$ cat src/sv/modular_inverse_unit_core_macros.svh
// Assertion helpers for the modular inverse core.
`ifndef MODULAR_INVERSE_UNIT_CORE_MACROS_SVH
`define MODULAR_INVERSE_UNIT_CORE_MACROS_SVH

`ifndef SYNTHESIS

// Same-cycle implication, disabled while reset is asserted.
`define MIU_ASSERT_IMP(lbl, clk, rstn, ante, cons) \
	lbl: assert property (@(posedge clk) disable iff (!rstn) (ante) |-> (cons)) \
		else $error("modular inverse core: assertion failed");

// Next-cycle implication, disabled while reset is asserted.
`define MIU_ASSERT_NXT(lbl, clk, rstn, ante, cons) \
	lbl: assert property (@(posedge clk) disable iff (!rstn) (ante) |=> (cons)) \
		else $error("modular inverse core: assertion failed");

`else

`define MIU_ASSERT_IMP(lbl, clk, rstn, ante, cons)
`define MIU_ASSERT_NXT(lbl, clk, rstn, ante, cons)

`endif

`endif

$ cat src/sv/miu_pkg.sv
package miu_pkg;

	localparam int MIU_OPERAND_BITS = 31;
	// Trial subtractions per quotient before falling back to long division
	localparam int MIU_TRIAL_MAX = 8;

	typedef enum logic [1:0] {
		QS_IDLE,
		QS_TRIAL,
		QS_DIV,
		QS_FIN
	} qstep_state_t;

	typedef enum logic [2:0] {
		TS_IDLE,
		TS_REDUCE,
		TS_CHECK,
		TS_STEP,
		TS_OUT
	} top_state_t;

	typedef struct packed {
		logic busy;
		logic done;
	} qs_stat_t;

endpackage

$ cat src/sv/modular_inverse_unit_core.sv
// Channel | Dir | Signals                      | Word
// s       | in  | s_tvalid s_tready s_tdata    | value, modulus
// m       | out | m_tvalid m_tready m_tdata    | inverse
//
// One word in flight; s_tready is high only while the sequencer is idle.
// Each word takes one reduction quotient step in miu_qstep, then one quotient step per
// Euclid step. A quotient step finds a quotient k below 8 by trial subtraction, else it
// runs 8 trial subtractions, then long division.
// A zero modulus skips the sequencer. A stalled output holds the sequencer.
// The shared subtract/compare unit in miu_qstep serves every quotient step.
// Reset clears all control state; a finished word waits in the output register.
`include "modular_inverse_unit_core_macros.svh"

module modular_inverse_unit_core
	import miu_pkg::*;
#(
	parameter int OPERAND_BITS = MIU_OPERAND_BITS,
	localparam int S_W = ((2 * OPERAND_BITS + 7) / 8) * 8,
	localparam int M_W = ((OPERAND_BITS + 7) / 8) * 8
) (
	input  logic           clk,
	input  logic           arst_n,
	input  logic           s_tvalid,
	output logic           s_tready,
	input  logic [S_W-1:0] s_tdata,   // value, modulus, zero pad
	output logic           m_tvalid,
	input  logic           m_tready,
	output logic [M_W-1:0] m_tdata    // inverse, zero pad
);

	localparam int N = OPERAND_BITS;

	top_state_t   state_q, state_d;
	logic         m_valid_q;

	logic [N-1:0] mod_q, num_q, den_q, cur_q, prev_q, res_q, out_q;
	logic         odd_q;

	logic [N-1:0] in_value, in_mod;
	logic         accept;
	logic         den_gt1;
	logic         out_load;

	logic         qs_start;
	logic [N-1:0] qs_dividend, qs_divisor, qs_cur, qs_prev, qs_rem, qs_nxt;
	qs_stat_t     qs_stat;

	assign in_value = s_tdata[N-1:0];
	assign in_mod   = s_tdata[2*N-1:N];
	assign s_tready = (state_q == TS_IDLE);
	assign accept   = s_tvalid && s_tready;
	assign den_gt1  = (den_q[N-1:1] != '0);
	assign out_load = (state_q == TS_OUT) && (!m_valid_q || m_tready);

	always_comb begin
		qs_start = (accept && (in_mod != '0)) || ((state_q == TS_CHECK) && den_gt1);
		if (state_q == TS_IDLE) begin
			qs_dividend = in_value;
			qs_divisor  = in_mod;
			qs_cur      = '0;
			qs_prev     = '0;
		end else begin
			qs_dividend = num_q;
			qs_divisor  = den_q;
			qs_cur      = cur_q;
			qs_prev     = prev_q;
		end
	end

	miu_qstep #(
		.OPERAND_BITS(OPERAND_BITS)
	) u_qstep (
		.clk     (clk),
		.arst_n  (arst_n),
		.start   (qs_start),
		.dividend(qs_dividend),
		.divisor (qs_divisor),
		.cur     (qs_cur),
		.prev    (qs_prev),
		.stat    (qs_stat),
		.rem     (qs_rem),
		.nxt     (qs_nxt)
	);

	always_comb begin
		state_d = state_q;
		case (state_q)
			TS_IDLE: begin
				if (accept)
					state_d = (in_mod == '0) ? TS_OUT : TS_REDUCE;
			end
			TS_REDUCE: begin
				if (qs_stat.done)
					state_d = TS_CHECK;
			end
			TS_CHECK: begin
				state_d = den_gt1 ? TS_STEP : TS_OUT;
			end
			TS_STEP: begin
				if (qs_stat.done)
					state_d = TS_CHECK;
			end
			TS_OUT: begin
				if (out_load)
					state_d = TS_IDLE;
			end
			default: begin
				state_d = TS_IDLE;
			end
		endcase
	end

	always_ff @(posedge clk or negedge arst_n) begin
		if (!arst_n) begin
			state_q   <= TS_IDLE;
			m_valid_q <= 1'b0;
		end else begin
			state_q <= state_d;
			if (out_load)
				m_valid_q <= 1'b1;
			else if (m_tready)
				m_valid_q <= 1'b0;
		end
	end

	always_ff @(posedge clk) begin
		case (state_q)
			TS_IDLE: begin
				if (accept) begin
					mod_q <= in_mod;
					res_q <= N'(1);
				end
			end
			TS_REDUCE: begin
				if (qs_stat.done) begin
					num_q  <= mod_q;
					den_q  <= qs_rem;
					cur_q  <= N'(1);
					prev_q <= '0;
					odd_q  <= 1'b0;
				end
			end
			TS_CHECK: begin
				// chain done: fold the sign back in
				if (!den_gt1)
					res_q <= odd_q ? (mod_q - cur_q) : cur_q;
			end
			TS_STEP: begin
				if (qs_stat.done) begin
					prev_q <= cur_q;
					cur_q  <= qs_nxt;
					odd_q  <= ~odd_q;
					num_q  <= den_q;
					den_q  <= qs_rem;
				end
			end
			TS_OUT: begin
				if (out_load)
					out_q <= res_q;
			end
			default: begin
				res_q <= res_q;
			end
		endcase
	end

	assign m_tvalid = m_valid_q;
	assign m_tdata  = M_W'(out_q);

	`MIU_ASSERT_IMP(a_ready_unit_idle, clk, arst_n, s_tready, !qs_stat.busy)
	`MIU_ASSERT_IMP(a_done_in_wait, clk, arst_n, qs_stat.done, (state_q == TS_REDUCE) || (state_q == TS_STEP))
	`MIU_ASSERT_NXT(a_parity_hold, clk, arst_n, (state_q == TS_STEP) && !qs_stat.done, $stable(odd_q))
	`MIU_ASSERT_NXT(a_busy_after_accept, clk, arst_n, accept, !s_tready)

endmodule

$ cat src/sv/miu_qstep.sv
// One quotient step: rem = dividend mod divisor, nxt = (dividend / divisor) * cur + prev,
// both taken modulo 2^OPERAND_BITS. A single subtract/compare unit and a single adder
// serve the trial-subtraction phase and the long-division phase.
module miu_qstep
	import miu_pkg::*;
#(
	parameter int OPERAND_BITS = MIU_OPERAND_BITS
) (
	input  logic                    clk,
	input  logic                    arst_n,
	input  logic                    start,
	input  logic [OPERAND_BITS-1:0] dividend,
	input  logic [OPERAND_BITS-1:0] divisor,
	input  logic [OPERAND_BITS-1:0] cur,
	input  logic [OPERAND_BITS-1:0] prev,
	output qs_stat_t                stat,
	output logic [OPERAND_BITS-1:0] rem,
	output logic [OPERAND_BITS-1:0] nxt
);

	localparam int N  = OPERAND_BITS;
	localparam int CW = $clog2(N);

	qstep_state_t  state_q, state_d;
	logic          done_q;
	logic [CW-1:0] cnt_q;

	logic [N-1:0]  rem_q, div_q, cur_q, acc_q, m_q, p_q, x_q;

	logic [N:0]    t_div;
	logic [N:0]    sub_a;
	logic [N+1:0]  diff;
	logic          ge;
	logic          trial_last;
	logic [N-1:0]  add_a, add_b, sum;

	// Shared compare/subtract
	always_comb begin
		t_div = {p_q, x_q[N-1]};
		sub_a = (state_q == QS_DIV) ? t_div : {1'b0, rem_q};
		diff  = {1'b0, sub_a} - {2'b00, div_q};
		ge    = ~diff[N+1];
		trial_last = (cnt_q == CW'(MIU_TRIAL_MAX - 1));
	end

	// Shared adder for the cofactor
	always_comb begin
		case (state_q)
			QS_TRIAL: begin
				add_a = acc_q;
				add_b = cur_q;
			end
			QS_DIV: begin
				add_a = {m_q[N-2:0], 1'b0};
				add_b = ge ? cur_q : '0;
			end
			default: begin
				add_a = acc_q;
				add_b = m_q;
			end
		endcase
		sum = add_a + add_b;
	end

	always_comb begin
		state_d = state_q;
		case (state_q)
			QS_IDLE: begin
				if (start)
					state_d = QS_TRIAL;
			end
			QS_TRIAL: begin
				if (!ge)
					state_d = QS_FIN;
				else if (trial_last)
					state_d = QS_DIV;
			end
			QS_DIV: begin
				if (cnt_q == '0)
					state_d = QS_FIN;
			end
			QS_FIN: begin
				state_d = QS_IDLE;
			end
			default: begin
				state_d = QS_IDLE;
			end
		endcase
	end

	always_ff @(posedge clk or negedge arst_n) begin
		if (!arst_n) begin
			state_q <= QS_IDLE;
			done_q  <= 1'b0;
			cnt_q   <= '0;
		end else begin
			state_q <= state_d;
			done_q  <= (state_q == QS_FIN);
			case (state_q)
				QS_IDLE: begin
					if (start)
						cnt_q <= '0;
				end
				QS_TRIAL: begin
					if (ge)
						cnt_q <= trial_last ? CW'(N - 1) : cnt_q + 1'b1;
				end
				QS_DIV: begin
					cnt_q <= cnt_q - 1'b1;
				end
				default: begin
					cnt_q <= cnt_q;
				end
			endcase
		end
	end

	always_ff @(posedge clk) begin
		case (state_q)
			QS_IDLE: begin
				if (start) begin
					rem_q <= dividend;
					div_q <= divisor;
					cur_q <= cur;
					acc_q <= prev;
					m_q   <= '0;
				end
			end
			QS_TRIAL: begin
				if (ge) begin
					rem_q <= diff[N-1:0];
					acc_q <= sum;
					if (trial_last) begin
						// hand the leftover to long division
						x_q <= diff[N-1:0];
						p_q <= '0;
					end
				end else begin
					p_q <= rem_q;
				end
			end
			QS_DIV: begin
				p_q <= ge ? diff[N-1:0] : t_div[N-1:0];
				x_q <= {x_q[N-2:0], 1'b0};
				m_q <= sum;
			end
			QS_FIN: begin
				rem_q <= p_q;
				acc_q <= sum;
			end
			default: begin
				rem_q <= rem_q;
			end
		endcase
	end

	assign stat.busy = (state_q != QS_IDLE);
	assign stat.done = done_q;
	assign rem       = rem_q;
	assign nxt       = acc_q;

endmodule
$ cat config.mk
export PLATFORM = sky130hd
export DESIGN_NAME = modular_inverse_unit_core
export DESIGN_NICKNAME = d
export VERILOG_FILES = /design/src/sv/miu_pkg.sv /design/src/sv/modular_inverse_unit_core.sv /design/src/sv/miu_qstep.sv
export VERILOG_INCLUDE_DIRS = /design/src /design/src/sv
export SDC_FILE = /design/constraint.sdc
export NUM_CORES = 1
export LEC_CHECK = 0
export BUFFER_PORTS_ARGS = -buffer_cell sky130_fd_sc_hd__buf_2
export CORE_MARGIN = 2
export CORE_UTILIZATION = 43
export CTS_CLUSTER_SIZE = 10
export DETAILED_ROUTE_END_ITERATION = 16
export SETUP_SLACK_MARGIN = 0.3
export SYNTH_ARGS = -nofsm -noshare
export SYNTH_HDL_FRONTEND = slang
export SYNTH_SLANG_ARGS = --single-unit
export TNS_END_PERCENT = 50
$ cat constraint.sdc
create_clock -name clk -period 8.2 [get_ports clk]
set_input_delay 0 -clock clk [delete_from_list [all_inputs] [get_ports clk]]
set_output_delay 0 -clock clk [all_outputs]
set_load 0.01 [all_outputs]
==> metrics.txt <==
first-pass GRT wire length 103,000 um; Hold WC Path Type in -> reg; Clk pin slew, worst setup/hold paths 0.06 ns; worst vdd ir 0.133 mV; EDFF count, synth 435; H-tree depth 2; Setup CP Type reg -> reg; CTS Buf Count 52; Cell Count, Final, Fillers Out 3,053; CP max FO 46; status finished clean; largest net degree at the start of global routing 69; # resized after CTS 0; CP Capture Type flop; reg2reg path depth 25; Placed Instances 2,913; r2r startpoint u_qstep.state_q[0]$_DFFE_PN0P_; Crit. Startpoint u_qstep.state_q[0]$_DFFE_PN0P_; Core Area 55,200 um^2; flops & latches, synth 447; Final nets 2,449; DRT Pass-1 Iters 6; area grow syn2layout 13.6%; Initial Utilization 43.6%; HPWL after detailed placement 46,100 um; DRC Markers 0; Seq pwr share 53.4%; antenna violation net count after detailed routing 0; Max stage delay on crit path 0.57 ns; Synth Net Count 2,326; vias in the first global route 17,100; row count 86; Worst setup SP type flop; RR Endpoint u_qstep.nxt[30]$_DFFE_PP_; register area share after synthesis 55.5%; net switching fraction of the power 20.1%; Yosys top cell by area edfxtp_1; RePlAce Congestion 0.927; Pwr per Cell Area 169 nW/um^2; Psw 930 uW; Leak 0.0107 uW; FFs w/ async S/R, synth 2.68%; Port Buf Inserts 98; fin crit period 7.22 ns; Ports 102; count leader, synth edfxtp_1; slowest CP cell clkinv_1; top post-synthesis cells by area edfxtp_1 (54%), ha_1 (5.1%), nand2_1 (4.6%); root buf cell clkbuf_16; power share of the clock group 45.5%; post-synth cell types 86; Die ar. 57,900 um^2; P_int 3700 uW; period utilization 88.0%; initial antenna violation count 0; Worst EP required 8.54 ns; Gate power share 1.2%; Die Span X 241 um; top cell type's share of synthesized area 54.3%; Max Buffers Root-to-Sink 3; setup violators final 0; grt ovf 0; Via Count 17,700; hold path start s_tdata[8]; TritonCTS clock tree built; Fillers 4,899; worst hold stages 5; RSZ-0062 raised after global routing no; wire length per cell 22.2 um; vias per cell 5.79; transition time of the tightest slew-check pin 1.01 ns; Max Cap Viol 0; reg2reg setup slack 0.98 ns; fmax 0.139 GHz; Clock Skew 0.0258 ns; Synth top cells by count edfxtp_1 (435), nand2_1 (297), a21oi_1 (146), nor2_1 (122), o21ai_0 (111); cell count after synthesis 2,156; WHS Endpoint u_qstep.rem[8]$_DFFE_PP_; fin. max-slew vios 0; YS warnings 0; share of cells above drive strength 1 13.9%; setup TNS 0 ns; clock sinks 447; ant diodes 0; Total Routing Usage GR 23.5%; initial DRC count 1,957; worst skew pair latency 0.61 ns; Cell Area, Synth 24,100 um^2; final hold viol count 0; Post-synth top flop edfxtp_1; Slew headroom 32.8%; critical path arrival 7.56 ns; synthesized area per cell 11.2 um^2; Die H 241 um; Routed WL 67,900 um
## area by class of cell
cell class                      count  area, um^2  area share (%)
Timing Repair Buffer              191        1340            4.90
Sequential cell                   447       13400            48.9
Tap cell                          748         936            3.42
Multi-Input combinational cell   1481        9830            36.0
Inverter                          106         399            1.46
Clock inverter                      6        41.3           0.151
Clock buffer                       74        1440            5.25
## power groups by stage
stage | sequential [uW] | clock, uW | combinational [uW]
after global placement | 2520 | 0 | 30.4
after global routing | 2470 | 2220 | 56.6
after CTS | 2470 | 2140 | 52.9
after detailed placement | 2520 | 0 | 30.7
after floorplan | 2520 | 0 | 1.84
final | 2470 | 2100 | 54.3
## flip-flops by register name, indices dropped and copies added (netlist names), 2 cells and up
name             count
cur_q               31
den_q               31
mod_q               31
num_q               31
out_q               31
prev_q              31
res_q               31
state_q              3
u_qstep.cnt_q        5
u_qstep.cur_q       31
u_qstep.div_q       31
u_qstep.m_q         31
u_qstep.nxt         31
u_qstep.p_q         31
u_qstep.rem         31
u_qstep.state_q      2
u_qstep.x_q         31
## cell families after synthesis
family / count (synthesis) / share of synthesized area (%)
buffers and inverters: 228 / 3.91
AO/OA/AOI/OAI: 517 / 14.4
other: 1 / 0.0156
XOR/XNOR: 72 / 2.62
adder cells (fa/ha/maj): 102 / 5.40
flip-flops: 447 / 55.5
AND/OR/NAND/NOR: 676 / 13.0
multiplexers: 113 / 5.19
## through the flow
stage | hold WS, ns | setup slack, ns | power (uW) | utilization, % | cell area [um^2]
finish | 0.0558 | 0.980 | 4630 | 49.5 | 27300
floorplan | -0.296 | 1.58 | 2520 | - | 24100
CTS | 0.0117 | 0.976 | 4660 | 49.5 | 27300
global route | 0.0743 | 0.587 | 4750 | 49.5 | 27300
detailed placement | -0.0800 | 1.02 | 2550 | 45.8 | 25300
global placement | -0.0857 | 1.06 | 2550 | 45.8 | 25300
## timing repair
item	CTS	global route
hold buffers	60	0
hold endpoints to repair	100	0
buffers inserted	0	0
## cell usage in the layout, fill, tap and decap left out, types with 36 or more instances in the layout
cell           count
mux2_2            91
a22o_1            36
buf_2             98
nand2_1          297
nand3_1           48
nor2_1           121
inv_1            103
a21o_1            46
ha_1              98
a21oi_1          145
o21ai_0          110
dlygate4sd3_1     60
and3_1            82
clkbuf_16         54
xnor2_1           40
edfxtp_1         435
## how the worst max path moves through the flow
stage | end | slack [ns] | depth (start not counted)
3_3_place_gp | u_qstep.nxt[28]$_DFFE_PP_ | 1.06 | 25
4_1_cts | u_qstep.nxt[28]$_DFFE_PP_ | 0.98 | 25
5_1_grt | u_qstep.nxt[29]$_DFFE_PP_ | 0.59 | 25
6_report | u_qstep.nxt[30]$_DFFE_PP_ | 0.98 | 25
2_1_floorplan | u_qstep.nxt[28]$_DFFE_PP_ | 1.58 | 29
3_5_place_dp | u_qstep.nxt[28]$_DFFE_PP_ | 1.02 | 25
## per-layer routing
metal | routed length, um | vias up | global-route usage, %
met5 | 0 | - | 0
met4 | 1940 | 0 | 7.77
met3 | 5190 | 110 | 3.36
met2 | 30100 | 764 | 36.1
met1 | 30700 | 8619 | 34.3
li1 | - | 8195 | -
## worst max-delay path, delay by kind of cell (launching register included)
kind                     cells  cell delay (ns)
AO/OA/AOI/OAI               15             3.46
buffers and inverters        2             0.72
adder cells (fa/ha/maj)      4             1.63
XOR/XNOR                     1             0.26
AND/OR/NAND/NOR              3             0.41
flip-flops                   1             0.45
No activity file was read; power rests on OpenSTA's default activity.
